File: src/rtl/core/radio_escape_command_buffer_assert.svh
// Assertion macros used by the command buffer top level.
`ifndef RADIO_ESCAPE_COMMAND_BUFFER_ASSERT_SVH
`define RADIO_ESCAPE_COMMAND_BUFFER_ASSERT_SVH

// Checks a consequence in the same cycle as its trigger.
`define RECB_ASSERT_SAME(lbl, ante, cons, msg) \
   lbl: assert property (@(posedge clock) disable iff (reset) (ante) |-> (cons)) \
      else $error(msg);

// Checks a consequence in the cycle after its trigger.
`define RECB_ASSERT_NEXT(lbl, ante, cons, msg) \
   lbl: assert property (@(posedge clock) disable iff (reset) (ante) |=> (cons)) \
      else $error(msg);

`endif

File: src/rtl/core/recb_pkg.sv
// Shared types and constants for the escape command buffer.
`timescale 1ns / 1ps
`default_nettype none

package recb_pkg;

   // Result kinds.
   localparam logic [1:0] KIND_PACKET  = 2'd0;
   localparam logic [1:0] KIND_VERSION = 2'd1;
   localparam logic [1:0] KIND_ERROR   = 2'd2;

   // Command characters seen after the escape.
   localparam logic [7:0] CH_BANG = 8'h21;
   localparam logic [7:0] CH_DOT  = 8'h2E;
   localparam logic [7:0] CH_C    = 8'h43;
   localparam logic [7:0] CH_Z    = 8'h5A;
   localparam logic [7:0] CH_V    = 8'h56;
   localparam logic [7:0] CH_F    = 8'h46;
   localparam logic [7:0] CH_H    = 8'h48;
   localparam logic [7:0] CH_L    = 8'h4C;
   localparam logic [7:0] CH_R    = 8'h52;

   // Reply characters.
   localparam logic [7:0] CH_ONE  = 8'h31;
   localparam logic [7:0] CH_E    = 8'h45;

   // Packet and airtime constants.
   localparam logic [7:0]  MAX_PACKET   = 8'd255;
   localparam logic [8:0]  HEADER_BYTES = 9'd8;
   localparam int          DVD_W        = 22;
   localparam logic [21:0] AIR_SCALE    = 22'd8000;
   localparam logic [30:0] RATE_LIMIT   = 31'd999999999;
   localparam logic [11:0] AIRTIME_MAX  = 12'hFFF;
   localparam logic [30:0] BIT_RATE_RST = 31'd128000;

   // Status of the airtime divider as seen by the controller.
   typedef struct packed {
      logic        busy;
      logic [11:0] ms;
   } air_stat_type;

endpackage

`default_nettype wire

File: src/rtl/core/recb_airtime.sv
// Airtime unit: restoring divider, one quotient bit per cycle.
`timescale 1ns / 1ps
`default_nettype none

module recb_airtime (
   input  wire logic                    clock,
   input  wire logic                    reset,
   input  wire logic                    start,
   input  wire logic [7:0]              pkt_len,
   input  wire logic [30:0]             bit_rate,
   output recb_pkg::air_stat_type       stat
);
   import recb_pkg::*;

   logic              busy_ff, busy_in;
   logic [4:0]        step_ff, step_in;
   logic              zero_ff, zero_in;
   logic [30:0]       dvs_ff, dvs_in;
   logic [31:0]       rem_ff, rem_in;
   logic [DVD_W-1:0]  dvd_ff, dvd_in;
   logic [31:0]       rem_sh;
   logic              ge;

   // One restoring step; the dividend register collects quotient bits.
   always_comb begin
      rem_sh  = {rem_ff[30:0], dvd_ff[DVD_W-1]};
      ge      = rem_sh >= {1'b0, dvs_ff};
      busy_in = busy_ff;
      step_in = step_ff;
      zero_in = zero_ff;
      dvs_in  = dvs_ff;
      rem_in  = rem_ff;
      dvd_in  = dvd_ff;
      if (start) begin
         // Milliseconds equal 8000 * (8 + n) / bit_rate, truncated.
         zero_in = bit_rate > RATE_LIMIT;
         busy_in = !(bit_rate > RATE_LIMIT);
         step_in = 5'(DVD_W - 1);
         dvs_in  = bit_rate;
         rem_in  = '0;
         dvd_in  = DVD_W'(({1'b0, pkt_len} + HEADER_BYTES)) * AIR_SCALE;
      end else if (busy_ff) begin
         rem_in  = ge ? rem_sh - {1'b0, dvs_ff} : rem_sh;
         dvd_in  = {dvd_ff[DVD_W-2:0], ge};
         step_in = step_ff - 5'd1;
         busy_in = step_ff != 5'd0;
      end
   end

   // Control state.
   always_ff @(posedge clock) begin
      if (reset) begin
         busy_ff <= 1'b0;
         zero_ff <= 1'b0;
      end else begin
         busy_ff <= busy_in;
         zero_ff <= zero_in;
      end
   end

   // Datapath.
   always_ff @(posedge clock) begin
      step_ff <= step_in;
      dvs_ff  <= dvs_in;
      rem_ff  <= rem_in;
      dvd_ff  <= dvd_in;
   end

   // Result, saturated to twelve bits.
   always_comb begin
      stat.busy = busy_ff;
      if (zero_ff) begin
         stat.ms = '0;
      end else if (|dvd_ff[DVD_W-1:12]) begin
         stat.ms = AIRTIME_MAX;
      end else begin
         stat.ms = dvd_ff[11:0];
      end
   end

endmodule

`default_nettype wire

File: config.mk
export PLATFORM = sky130hd
export DESIGN_NAME = recb_airtime
export DESIGN_NICKNAME = d
export VERILOG_FILES = /design/src/rtl/core/radio_escape_command_buffer_assert.svh /design/src/rtl/core/recb_pkg.sv /design/src/rtl/core/recb_airtime.sv
export SDC_FILE = /design/constraint.sdc
export NUM_CORES = 1
export LEC_CHECK = 0
export BUFFER_PORTS_ARGS = -buffer_cell sky130_fd_sc_hd__buf_4
export CAP_MARGIN = 20
export CORE_MARGIN = 2
export CORE_UTILIZATION = 45
export CTS_BUF_LIST = sky130_fd_sc_hd__clkbuf_4 sky130_fd_sc_hd__clkbuf_8 sky130_fd_sc_hd__clkbuf_16
export DETAILED_ROUTE_END_ITERATION = 16
export PLACE_DENSITY = 0.61
export SLEW_MARGIN = 10
export SYNTH_ARGS = -nofsm -noshare
export SYNTH_HDL_FRONTEND = slang
export SYNTH_SLANG_ARGS = --single-unit
File: constraint.sdc
create_clock -name clock -period 7.5 [get_ports clock]
set_input_delay 1.5 -clock clock [delete_from_list [all_inputs] [get_ports clock]]
set_output_delay 1.5 -clock clock [all_outputs]
set_load 0.01 [all_outputs]
==> run_summary.xml <==
<?xml version="1.0" encoding="UTF-8"?>
<metrics>
  <group name="synth">
    <metric name="yosys.area.top_type_share" unit="">0.202</metric>
    <metric name="yosys_most_used_dff" unit="">sky130_fd_sc_hd__edfxtp_1</metric>
    <metric name="postSynthAreaPerCell" unit="um^2">9.16</metric>
    <metric name="yosys_register_bits" unit="">91</metric>
    <metric name="post_synth_num_cell_types" unit="">67</metric>
    <metric name="async_flop_share" unit="">0</metric>
    <metric name="postSynthNetCount" unit="">900</metric>
    <metric name="synth_top_area_cell" unit="">sky130_fd_sc_hd__edfxtp_1</metric>
    <metric name="synthesis.area" unit="um^2">7000</metric>
    <metric name="number_of_synthesized_flops_with_an_enable_pin" unit="">47</metric>
    <metric name="yosysWarningCount" unit="">0</metric>
    <metric name="synthesis.instances" unit="">764</metric>
    <metric name="post_synth_main_area_contributors" unit="">sky130_fd_sc_hd__edfxtp_1 20%, sky130_fd_sc_hd__ha_1 13%, sky130_fd_sc_hd__dfxtp_1 13%, sky130_fd_sc_hd__fa_1 5.7%, sky130_fd_sc_hd__inv_1 4.6%</metric>
    <metric name="synth_sequential_area_ratio" unit="">0.327</metric>
  </group>
  <group name="worst_hold_path">
    <metric name="min_delay_path_depth" unit="">2</metric>
    <metric name="worstHoldPathType" unit="">flop to flop</metric>
    <metric name="hold_endpoint" unit="">rem_ff[29]</metric>
    <metric name="hold_path.startpoint" unit="">rem_ff[29]</metric>
  </group>
  <group name="clocking">
    <metric name="clkSinkCount" unit="">91</metric>
    <metric name="cts_setup_buffers" unit="">0</metric>
    <metric name="worst_skew_pair.late_latency" unit="ns">0.35</metric>
    <metric name="clk_root_buffer_cell" unit="">sky130_fd_sc_hd__clkbuf_16</metric>
    <metric name="cts_max_level" unit="">3</metric>
    <metric name="clockBufferDepth" unit="">2</metric>
    <metric name="numCtsBuffers" unit="">9</metric>
    <metric name="cts.repair.resized" unit="">0</metric>
    <metric name="clk_transition_reported_paths" unit="ns">0.06</metric>
    <metric name="cts-hold-fix-buffers" unit="">0</metric>
    <metric name="tritoncts_clock_tree" unit="">built</metric>
  </group>
  <group name="grt">
    <metric name="grt_start_max_net_pins" unit="">68</metric>
    <metric name="grt_pass1_wl" unit="um">25600</metric>
    <metric name="antenna_found_initial" unit="">0</metric>
    <metric name="globalRouteOverflowTotal" unit="">0</metric>
    <metric name="grt.total_usage" unit="">0.190</metric>
    <metric name="grt_pass1_vias" unit="">5408</metric>
  </group>
  <group name="routing">
    <metric name="route.final.wire_length" unit="um">15100</metric>
    <metric name="route.detailed.drc" unit="">0</metric>
    <metric name="drt-wirelength-per-cell" unit="um">15.2</metric>
    <metric name="antenna_violating_nets_post_route" unit="">0</metric>
    <metric name="dr_total_vias" unit="">5449</metric>
    <metric name="vias_cell" unit="">5.48</metric>
    <metric name="first_pass_iters" unit="">4</metric>
    <metric name="first_iter_violations" unit="">278</metric>
  </group>
  <group name="place">
    <metric name="place_inst" unit="">979</metric>
    <metric name="place.port_buffers" unit="">54</metric>
    <metric name="hpwl_after_detailed_placement" unit="um">11600</metric>
    <metric name="postPlaceCellArea" unit="um^2">7530</metric>
    <metric name="gp_routability_congestion" unit="">0.851</metric>
  </group>
  <group name="critical_path">
    <metric name="worstReg2RegEnd" unit="">rem_ff[21]</metric>
    <metric name="crit_path_max_fanout" unit="">7</metric>
    <metric name="worst_setup_path_start_kind" unit="">input pin</metric>
    <metric name="timing.rr.start" unit="">dvs_ff[25]</metric>
    <metric name="timing_worst_setup_path_type" unit="">input pin to flop</metric>
    <metric name="arrival" unit="ns">5.92</metric>
    <metric name="setup.reg_to_reg.worst_slack" unit="ns">3.71</metric>
    <metric name="worstSetupEndpointType" unit="">flop</metric>
    <metric name="worst_endpoint_required_time" unit="ns">7.59</metric>
    <metric name="worstRegToRegCells" unit="">12</metric>
  </group>
  <group name="cells_and_area">
    <metric name="most-common-layout-cells" unit="">86 x sky130_fd_sc_hd__inv_1, 86 x sky130_fd_sc_hd__nor2_1, 74 x sky130_fd_sc_hd__ha_1</metric>
    <metric name="final-instance-count-excl-fill" unit="">995</metric>
    <metric name="finish.instance_area" unit="um^2">7840</metric>
    <metric name="fraction_of_final_layout_cells_sized_beyond_drive_strength_1" unit="">0.118</metric>
    <metric name="postLayoutCoreUtil" unit="">0.516</metric>
    <metric name="fin_nets" unit="">938</metric>
    <metric name="multiInputGateArea" unit="um^2">4240</metric>
    <metric name="ff_latch_area" unit="um^2">2290</metric>
    <metric name="num-fill-cells" unit="">1409</metric>
    <metric name="area_growth" unit="%">12.0</metric>
    <metric name="count_of_antenna_diodes_in_the_layout" unit="">0</metric>
  </group>
  <group name="run_status">
    <metric name="status" unit="">complete, no violations</metric>
  </group>
  <group name="floorplanning">
    <metric name="die-area" unit="um^2">16600</metric>
    <metric name="die_extent_in_y" unit="um">129</metric>
    <metric name="io_pins" unit="">55</metric>
    <metric name="core-area" unit="um^2">15200</metric>
    <metric name="initial_core_util" unit="">0.460</metric>
    <metric name="rows" unit="">45</metric>
    <metric name="die_span_x" unit="um">129</metric>
  </group>
  <group name="timing">
    <metric name="skew" unit="ns">0.0132</metric>
    <metric name="finalSetupTns" unit="ns">0</metric>
    <metric name="setup_viol" unit="">0</metric>
    <metric name="final.period_utilization" unit="">0.776</metric>
    <metric name="tightestPinTransition" unit="ns">0.851</metric>
    <metric name="timing.slew.headroom" unit="">0.431</metric>
    <metric name="rsz0062_at_grt" unit="">no</metric>
    <metric name="final-max-slew-violation-count" unit="">0</metric>
    <metric name="hold_violations" unit="">0</metric>
    <metric name="finalCriticalPeriod" unit="ns">5.82</metric>
    <metric name="max_freq" unit="GHz">0.172</metric>
  </group>
  <group name="power">
    <metric name="power.density_cell_area" unit="nW/um^2">257</metric>
    <metric name="peak_ir_drop_on_the_vdd_network" unit="mV">0.149</metric>
    <metric name="p_leak" unit="nW">3.62</metric>
  </group>
  <group name="run">
    <metric name="max_cap_violations" unit="">0</metric>
  </group>
</metrics>
-- registers in the layout, indices dropped and copies added, names as in the netlist --
name     count
busy_ff      1
dvd_ff      22
dvs_ff      31
rem_ff      31
step_ff      5
zero_ff      1
-- critical path, stage by stage --
cell and delay, ns:
sky130_fd_sc_hd__buf_4 0.14, sky130_fd_sc_hd__ha_1 0.22, sky130_fd_sc_hd__xor2_1 0.50, sky130_fd_sc_hd__xnor2_1 0.27
sky130_fd_sc_hd__inv_1 0.12, sky130_fd_sc_hd__fa_1 0.54, sky130_fd_sc_hd__inv_1 0.05, sky130_fd_sc_hd__fa_1 0.53
sky130_fd_sc_hd__inv_1 0.06, sky130_fd_sc_hd__fa_1 0.50, sky130_fd_sc_hd__inv_1 0.04, sky130_fd_sc_hd__ha_1 0.33
sky130_fd_sc_hd__inv_1 0.07, sky130_fd_sc_hd__o21bai_1 0.07, sky130_fd_sc_hd__a21o_1 0.20, sky130_fd_sc_hd__a21oi_1 0.24
sky130_fd_sc_hd__o21ai_0 0.12, sky130_fd_sc_hd__a21oi_1 0.16, sky130_fd_sc_hd__xnor2_1 0.09, sky130_fd_sc_hd__a22o_1 0.17
-- area by class of cell --
cell class / count / area share
Multi-Input combinational cell: 556 / 0.541
Sequential cell: 91 / 0.293
Timing Repair Buffer: 58 / 0.0555
Inverter: 86 / 0.0412
Tap cell: 188 / 0.0300
Clock buffer: 10 / 0.0297
Clock inverter: 6 / 0.0102
-- where the power goes --
group	leakage (nW)	internal, W	switching, W
sequential	0.831	0.000605	0.0000319
combinational	2.64	0.000410	0.000478
clock	0.151	0.000293	0.000195
total	3.62	0.00131	0.000705
-- stage by stage --
stage | setup WS [ns] | power [W] | hold WS (ns)
6_report | 1.68 | 0.00201 | 0.502
5_1_grt | 1.39 | 0.00218 | 0.527
4_1_cts | 1.67 | 0.00203 | 0.496
3_5_place_dp | 1.31 | 0.00154 | 0.482
3_3_place_gp | 1.48 | 0.00151 | 0.474
2_1_floorplan | 1.84 | 0.00134 | 0.452
-- cells by family after synthesis --
| group | share of synthesized area |
|---|---|
| buffers and inverters | 0.0668 |
| xor gates and xnor gates | 0.0638 |
| and+or+nand+nor | 0.125 |
| muxes | 0.0306 |
| DFF | 0.327 |
| adders and majority gates | 0.189 |
| AOI/OAI and AO/OA | 0.197 |
-- worst max path at each step --
stage / startpoint / end / slack [ns] / cells after the start
6_report: pkt_len[3] / dvd_ff[21] / 1.68 / 20
3_5_place_dp: pkt_len[3] / dvd_ff[21] / 1.31 / 20
4_1_cts: pkt_len[3] / dvd_ff[21] / 1.67 / 20
2_1_floorplan: pkt_len[3] / dvd_ff[21] / 1.84 / 19
3_3_place_gp: pkt_len[3] / dvd_ff[21] / 1.48 / 20
5_1_grt: pkt_len[3] / dvd_ff[21] / 1.39 / 20
-- Yosys cell counts (11+ instances only) --
cell                       instances
sky130_fd_sc_hd__xnor2_1          28
sky130_fd_sc_hd__clkbuf_1         23
sky130_fd_sc_hd__o21ai_0          24
sky130_fd_sc_hd__a211oi_1         28
sky130_fd_sc_hd__nand3_1          11
sky130_fd_sc_hd__ha_1             74
sky130_fd_sc_hd__xor2_1           23
sky130_fd_sc_hd__dfxtp_1          44
sky130_fd_sc_hd__nand2_1          36
sky130_fd_sc_hd__a21oi_1          62
sky130_fd_sc_hd__edfxtp_1         47
sky130_fd_sc_hd__fa_1             20
sky130_fd_sc_hd__mux2i_1          18
sky130_fd_sc_hd__nor2_1           86
sky130_fd_sc_hd__a21o_1           24
sky130_fd_sc_hd__inv_1            86
-- per-layer routing --
metal | vias up | GRT usage | routed length [um]
li1 | 2774 | - | -
met1 | 2591 | 0.256 | 7290
met2 | 63 | 0.317 | 7140
met3 | 21 | 0.0279 | 390
met4 | 0 | 0.0601 | 281
met5 | - | 0 | 0
(Power assumes the default switching activity.)
